File: config.mk
export PLATFORM = sky130hd
export DESIGN_NAME = m4inv_fmt
export DESIGN_NICKNAME = d
export VERILOG_FILES = /design/src/rtl/matrix4x4_inverse_defines.svh /design/src/rtl/m4inv_pkg.sv /design/src/rtl/m4inv_fmt.sv
export SDC_FILE = /design/constraint.sdc
export NUM_CORES = 1
export LEC_CHECK = 0
export ABC_AREA = 1
export BUFFER_PORTS_ARGS = -buffer_cell sky130_fd_sc_hd__buf_4
export CAP_MARGIN = 20
export CORE_ASPECT_RATIO = 1.1
export CORE_MARGIN = 5
export CORE_UTILIZATION = 30
export DETAILED_ROUTE_END_ITERATION = 7
export GPL_TIMING_DRIVEN = 1
export PLACE_DENSITY = 0.68
export REMOVE_ABC_BUFFERS = 1
export SKIP_LAST_GASP = 1
export SLEW_MARGIN = 20
export SYNTH_ARGS = -nofsm -noshare
export SYNTH_HDL_FRONTEND = slang
export SYNTH_SLANG_ARGS = --single-unit
export TNS_END_PERCENT = 1
File: constraint.sdc
create_clock -name vclk -period 3.05
set_input_delay 0.4575 -clock vclk [all_inputs]
set_output_delay 0.4575 -clock vclk [all_outputs]
set_load 0.02 [all_outputs]
File: src/rtl/matrix4x4_inverse_defines.svh
// Assertion helpers shared by the RTL of the 4x4 matrix inverse.
`ifndef MATRIX4X4_INVERSE_DEFINES_SVH
`define MATRIX4X4_INVERSE_DEFINES_SVH

// Checks that the consequent holds in the same cycle as the antecedent.
`define M4INV_ASSERT_IMP(lbl, clk, rstn, ante, cons, msg) \
    lbl: assert property (@(posedge clk) disable iff (!rstn) (ante) |-> (cons)) \
        else $error(msg);

// Checks that the consequent holds in the cycle after the antecedent.
`define M4INV_ASSERT_NEXT(lbl, clk, rstn, ante, cons, msg) \
    lbl: assert property (@(posedge clk) disable iff (!rstn) (ante) |=> (cons)) \
        else $error(msg);

`endif

File: src/rtl/m4inv_pkg.sv
package m4inv_pkg;

    // Element format and the width of the exact intermediate values.
    localparam int DataWidth = 32;
    localparam int FracBits  = 16;
    localparam int WideWidth = 4 * DataWidth + 2 * FracBits + 4;
    localparam int BitCntW   = $clog2(DataWidth);
    localparam int DivCntW   = $clog2(WideWidth);

    typedef logic [WideWidth-1:0] t_wide;
    typedef logic [DataWidth-1:0] t_elem;

    typedef enum logic [3:0] {
        S_LOAD,
        S_TLDY,
        S_TLDX,
        S_TMUL,
        S_TACC,
        S_DLDY,
        S_DMUL,
        S_DACC,
        S_DABS,
        S_KABS,
        S_DIV,
        S_EMIT
    } t_state;

    // Index k skipping the excluded row or column.
    function automatic logic [1:0] m4inv_skip(input logic [1:0] k, input logic [1:0] ex);
        m4inv_skip = (k < ex) ? k : k + 2'd1;
    endfunction

    // Column order of the six permutations of a 3x3 determinant.
    function automatic logic [1:0] m4inv_perm(input logic [2:0] t, input logic [1:0] pos);
        logic [5:0] p;
        case (t)
            3'd0:    p = {2'd2, 2'd1, 2'd0};
            3'd1:    p = {2'd1, 2'd2, 2'd0};
            3'd2:    p = {2'd2, 2'd0, 2'd1};
            3'd3:    p = {2'd0, 2'd2, 2'd1};
            3'd4:    p = {2'd1, 2'd0, 2'd2};
            3'd5:    p = {2'd0, 2'd1, 2'd2};
            default: p = {2'd2, 2'd1, 2'd0};
        endcase
        m4inv_perm = p[2*pos +: 2];
    endfunction

    // Odd permutations enter the determinant with a minus sign.
    function automatic logic m4inv_perm_neg(input logic [2:0] t);
        m4inv_perm_neg = (t == 3'd1) || (t == 3'd2) || (t == 3'd5);
    endfunction

endpackage

File: src/rtl/m4inv_fmt.sv
module m4inv_fmt (
    input  m4inv_pkg::t_wide i_quot,
    input  logic             i_neg,
    input  logic             i_zero,
    output m4inv_pkg::t_elem o_value,
    output logic             o_sat
);
    import m4inv_pkg::*;

    logic  big;
    t_elem qlow;

    assign big  = |i_quot[WideWidth-1:DataWidth];
    assign qlow = i_quot[DataWidth-1:0];

    // Apply the sign and clamp the magnitude to the element range.
    always_comb begin
        o_value = '0;
        o_sat   = 1'b0;
        if (i_zero) begin
            o_value = '0;
            o_sat   = 1'b0;
        end else if (i_neg) begin
            o_sat = big || (qlow[DataWidth-1] && (|qlow[DataWidth-2:0]));
            if (o_sat) begin
                o_value = {1'b1, {(DataWidth-1){1'b0}}};
            end else begin
                o_value = ~qlow + t_elem'(1);
            end
        end else begin
            o_sat = big || qlow[DataWidth-1];
            if (o_sat) begin
                o_value = {1'b0, {(DataWidth-1){1'b1}}};
            end else begin
                o_value = qlow;
            end
        end
    end
endmodule

* Word level (Yosys, flattened, before mapping)
Index checks and enable logic that the tools add are counted.
Operators by class: $add $sub $neg 1, bitwise gates (word level) 1, reduce and logical (&&, ||, !) cells 5, mux-type cells 6
Operator list (number):
- $reduce_or A132 Y1 | 1
- $mux W32 | 4
- $add A32 B1 Y32 const B | 1
- $not A32 Y32 | 1
- $reduce_or A31 Y1 | 1
- $logic_or A1 B1 Y1 | 2
- $mux W1 | 2
- $logic_and A1 B1 Y1 | 1
Word-level totals: output and inout port bits 33, word-level logic and storage cells 13, bits in registers 0, input bits 166

* Logic depth before layout (Yosys ltp)
Gate-level depths: netlist of the first run.
depth in word-level cells 6, mapped depth 14, mapped depth without buffers 14

* Worst setup path before layout of the first run
Ideal clock, no wire load.
path type input to output, start point in i_quot[0], end point out o_value[23], buffers on the path 1, cell stages on the path 13, path slack 0.736 ns, arrival 1.857 ns, data required time 2.592 ns, cells stage by stage inv_1 ha_1 nand2_1 inv_2 nand2_2 nor2_2 nand2_2 o21ai_2 nand3_2 nand2_2 nand2_4 buf_6 nor2_1
Between the ends: longest elaborated chain between the ends 6
Ends and longest elaborated chain:
- start: declaration | line m4inv_fmt.sv:2 | input m4inv_pkg::t_wide i_quot,
- parallel branches: the longest is 3 deep, another holds $add A32 B1 Y32
- $mux W32 (*) | line m4inv_fmt.sv:25 | if (o_sat) begin
- $mux W32 (*) | line m4inv_fmt.sv:23 | end else if (i_neg) begin
- $mux W32 (*) | line m4inv_fmt.sv:20 | if (i_zero) begin
- end: declaration | line m4inv_fmt.sv:5 | output m4inv_pkg::t_elem o_value,
Mark *: on every way between the ends.

* Final worst setup path of the first run
start point in i_quot[0], end point out o_value[25]
Same word-level chain as after synthesis.

==> impl_metrics.ini, run 1 <==
[placed_design]
gp_congestion = 0.923
place_inst = 735
dp_hpwl_microns = 8180
io_buffers = 199

[layout]
clkbuf_count = 0
seq_cells = 0
final_util = 0.525
multi_input_area_sq_mm = 0.00186
syn_to_final_growth_pct = 72.7
n_fill_cell = 788
fin_cells = 735
seq_area_sq_um = 0
drive_gt1_frac = 0.351
antenna_cells = 0
final_nets = 819

[timing]
setup_viol_count_final = 0
fin_setup_tns_ns = 0
worst_pin_slew_ns = 0.562
hold_viol = 0
fin_crit_ns = 2.62
max-slew-margin-rel = 0.625
report.final.slew_viol_count = 0
worst_hold_slack_ns = 1.20
fmax_ghz = 0.382
rsz0062_at_grt = no
period_share = 0.858

[logic_synthesis]
yosysTopAreaCellShare = 0.310
synth.most_common_cell = nor2_1
synth_common_cells = 174 x nor2_1, 108 x nand2_1, 41 x nand4_1
synth_warnings = 0
syn_area_sq_mm = 0.00211
postSynthAreaPerCell_sq_um = 4.52
synth_area_leaders = nor2_1 31%, nand2_1 19%, nand4_1 12%
synth_top_area_cell = nor2_1
synth.distinct_cells = 28
ys_seq_area_frac = 0
synthCells = 466

[worst_setup_path]
critPathKind = in -> out
crit_path_max_incr_delay_ns = 0.21
critPathSlowestCell = nand2_4
cpMostUsedCell = nand2_2
cp.arrival_ns = 2.16
worstSetupEndpointType = output port
required_ns = 2.59
critical_path.max_fanout = 31
crit_path_cell_trace = buf_4 > inv_1 > ha_1 > nand2_1 > inv_2 > nand2_2 > nor2_2 > nand2_2 > o21ai_2 > nand3_2 > nand2_2 > nand2_4 > nor2_1 > buf_4
worstSetupStartpointType = input port

[power]
fin_total_pwr_mw = 0.397
power_density_mw_per_mm2 = 109
peakVddDrop_mv = 0.0911
p_leak_nw = 1.94

[global_route]
antenna_found_initial = 0
grt.total_usage = 0.203
grtUsageMet3 = 0.0324
grt_max_degree = 60
grt_pass1_wl_microns = 16000
grt_pass1_vias = 3383
grt_busiest_layer = met2
use_met2 = 0.358
met1_usage = 0.276
gr-total-overflow = 0

[route]
drtPass1Iterations = 4
drc = 0
ant_nets = 0
drtIter0Drc = 170
wirelength_microns = 9580
wl_per_cell_microns = 13.0
vias_per_cell = 4.80
vias = 3531

[floorplan]
die_x_microns = 89.9
dieHeight_microns = 97.9
rows = 32
dieArea_sq_mm = 0.00880
core-area_sq_mm = 0.00693
initial_core_util = 0.304
boundaryPins = 199

[clock_network]
cts_setup_buffers = 0
ctsResizeCount = 0
hold_buffers = 0

[hold_path]
hold_end = o_sat
min-delay-start = i_zero
min_path_cells = 3
hp-class = in -> out

[job]
cap_violations = 0

[outcome]
outcome = finished, final reports clean
==> critical path: cells and delay by family <==
family                     cells  cell delay [ns]
buffers and inverters          4             0.43
AOI/OAI and AO/OA              1             0.12
and+or+nand+nor                8             0.99
adders and majority gates      1             0.17
==> where the power goes <==
part | switching [mW] | leakage (nW) | internal [mW]
clock | 0 | 0 | 0
combinational | 0.184 | 1.94 | 0.213
sequential | 0 | 0 | 0
total | 0.184 | 1.94 | 0.213
==> worst max-delay path by stage <==
stage / startpoint / end / slack [ns]
5_1_grt: i_quot[1] / o_value[25] / 0.18
2_1_floorplan: i_quot[113] / o_value[0] / 0.50
3_5_place_dp: i_quot[0] / o_value[25] / 0.41
4_1_cts: i_quot[0] / o_value[25] / 0.40
6_report: i_quot[0] / o_value[25] / 0.43
3_3_place_gp: i_quot[0] / o_value[25] / 0.46
==> kinds of logic after synthesis <==
kind of cell	share of synthesized area
xor+xnor	0.0540
fa+ha+maj	0.00594
buf+inv	0.118
simple gates	0.777
compound gates	0.0445
==> final cells by class <==
class | count | area share
well taps | 85 | 0.0292
repair buffers | 204 | 0.421
inverters | 38 | 0.0392
multi-input cells | 408 | 0.511
==> layout by cell type, fill, tap and decap left out, drive strengths merged, types with 4 or more instances in the layout <==
| cell | Yosys | routed |
|---|---|---|
| nor2 | 187 | 187 |
| nand4 | 41 | 41 |
| o21ai | 11 | 11 |
| nor3 | 4 | 4 |
| buf | 13 | 204 |
| nand2 | 113 | 113 |
| nand3 | 26 | 26 |
| xnor2 | 4 | 4 |
| a21oi | 4 | 4 |
| xor2 | 9 | 9 |
| inv | 38 | 38 |
==> routing by layer <==
metal | up-vias | part of all wire
met3 | 2 | 0.079
li1 | 1851 | -
met1 | 1516 | 0.43
met5 | - | 0
met4 | 0 | 0.0028
met2 | 162 | 0.48
==> stage by stage <==
step / area, sq um / worst slack [ns]
floorplan: 2000 / 0.497
global placement: 3640 / 0.457
finish: 3640 / 0.434
CTS: 3640 / 0.397
global route: 3640 / 0.179
detailed placement: 3640 / 0.411
Power figures use the tool's default switching activity.
==> run 2: changes to the inputs <==
==> constraint.sdc (replaced) <==
create_clock -name vclk -period 2.74
set_input_delay 0.411 -clock vclk [all_inputs]
set_output_delay 0.411 -clock vclk [all_outputs]
set_load 0.02 [all_outputs]
==> run 2 against run 1 <==
Global-route usage increased by 0.095 points; sequential share of layout area did not move; combinational power grew 13%; power is 13% higher; routed wire length grew 2.1%; clock-buffer cell count did not move; first-iteration DRC count shrank 25%; worst setup slack worse by 0.22 ns; critical path depth unchanged; final cell count up 0.54%; utilization increased by 0.43 points; worst hold slack lost 0.092 ns; largest cell class unchanged; highest routed layer unchanged.
==> impl_metrics.ini, run 2 (synthesis gave the netlist of run 1 again) <==
[job]
cap_violations = 0

[hold_path]
hold_end = o_sat
hp-class = in -> out
min-delay-start = i_zero
min_path_cells = 3

[route]
drc = 0
wirelength_microns = 9780
drtPass1Iterations = 4
vias_per_cell = 4.82
drtIter0Drc = 128
ant_nets = 0
vias = 3562
wl_per_cell_microns = 13.2

[floorplan]
initial_core_util = 0.304
boundaryPins = 199
die_x_microns = 89.9
core-area_sq_mm = 0.00693
dieHeight_microns = 97.9
rows = 32
dieArea_sq_mm = 0.00880

[placed_design]
place_inst = 739
place_area_sq_mm = 0.00367
io_buffers = 199
gp_congestion = 0.948
dp_hpwl_microns = 8460

[worst_setup_path]
required_ns = 2.33
critPathSlowestCell = nand2_4
worstSetupStartpointType = input port
worstSetupEndpointType = output port
critPathKind = in -> out
critical_path.max_fanout = 31
cpMostUsedCell = nand2_2
cp_num_buf_inv = 4
crit_path_max_incr_delay_ns = 0.21
crit_path_cell_trace = buf_4 > inv_1 > ha_1 > nand2_1 > inv_2 > nand2_2 > nor2_2 > nand2_2 > o21ai_2 > nand3_2 > nand2_2 > nand2_4 > nor2_1 > buf_4
cp.arrival_ns = 2.12
crit_family = simple AND/OR/NAND/NOR gates

[layout]
fin_cells = 739
final_nets = 823
multi_input_area_sq_mm = 0.00186
final_common_cell = buf_4
clkbuf_count = 0
seq_cells = 0
final_cell_mix = 208 x buf_4, 174 x nor2_1, 108 x nand2_1
n_fill_cell = 753
antenna_cells = 0
syn_to_final_growth_pct = 74.1
design_area_sq_mm = 0.00367
drive_gt1_frac = 0.355
final_util = 0.530
seq_area_sq_um = 0

[global_route]
grt_pass1_wl_microns = 15900
antenna_found_initial = 0
grt.total_usage = 0.204
gr-total-overflow = 0
grt_max_degree = 32
grt_pass1_vias = 3432

[outcome]
outcome = finished, final reports clean

[timing]
fin_crit_ns = 2.53
max-slew-margin-rel = 0.733
worst_pin_slew_ns = 0.397
hold_viol = 0
fin_setup_tns_ns = 0
rsz0062_at_grt = no
period_share = 0.923
report.final.slew_viol_count = 0
setup_viol_count_final = 0
fmax_ghz = 0.395

[power]
p_leak_nw = 1.96
power_density_mw_per_mm2 = 122
peakVddDrop_mv = 0.0793

[clock_network]
cts_setup_buffers = 0
ctsResizeCount = 0
hold_buffers = 0
run 2: how the worst max path moves through the flow:
stage	end	cells past startpoint	start
floorplan	o_value[0]	8	i_quot[113]
global route	o_value[4]	14	i_quot[0]
CTS	o_value[24]	14	i_quot[0]
global placement	o_value[24]	14	i_quot[0]
finish	o_value[20]	14	i_quot[0]
detailed placement	o_value[24]	14	i_quot[0]
run 2: power by group:
part / switching, mW / total (mW) / internal, mW
Sequential: 0 / 0 / 0
Combinational: 0.206 / 0.447 / 0.241
Clock: 0 / 0 / 0
run 2: per-layer routing:
layer,vias up,GRT usage,share of wire,routed length [microns]
met5,-,0,0,0
met4,0,0.0206,0.0099,97
met3,8,0.0293,0.079,777
met2,160,0.374,0.49,4790
met1,1537,0.261,0.42,4110
li1,1857,-,-,-
run 2: final cells by class:
cell class | count | share of cell area
timing repair buffer | 208 | 0.426
multi-input combinational | 408 | 0.506
tap | 85 | 0.0290
inverter | 38 | 0.0389
run 2: through the flow:
stage               worst slack, ns  hold WS, ns  total power, mW
floorplan                     0.280        0.899            0.163
global placement              0.244         1.11            0.441
detailed placement            0.196         1.10            0.447
CTS                           0.186         1.11            0.449
global route                 0.0267         1.11            0.489
finish                        0.210         1.10            0.447
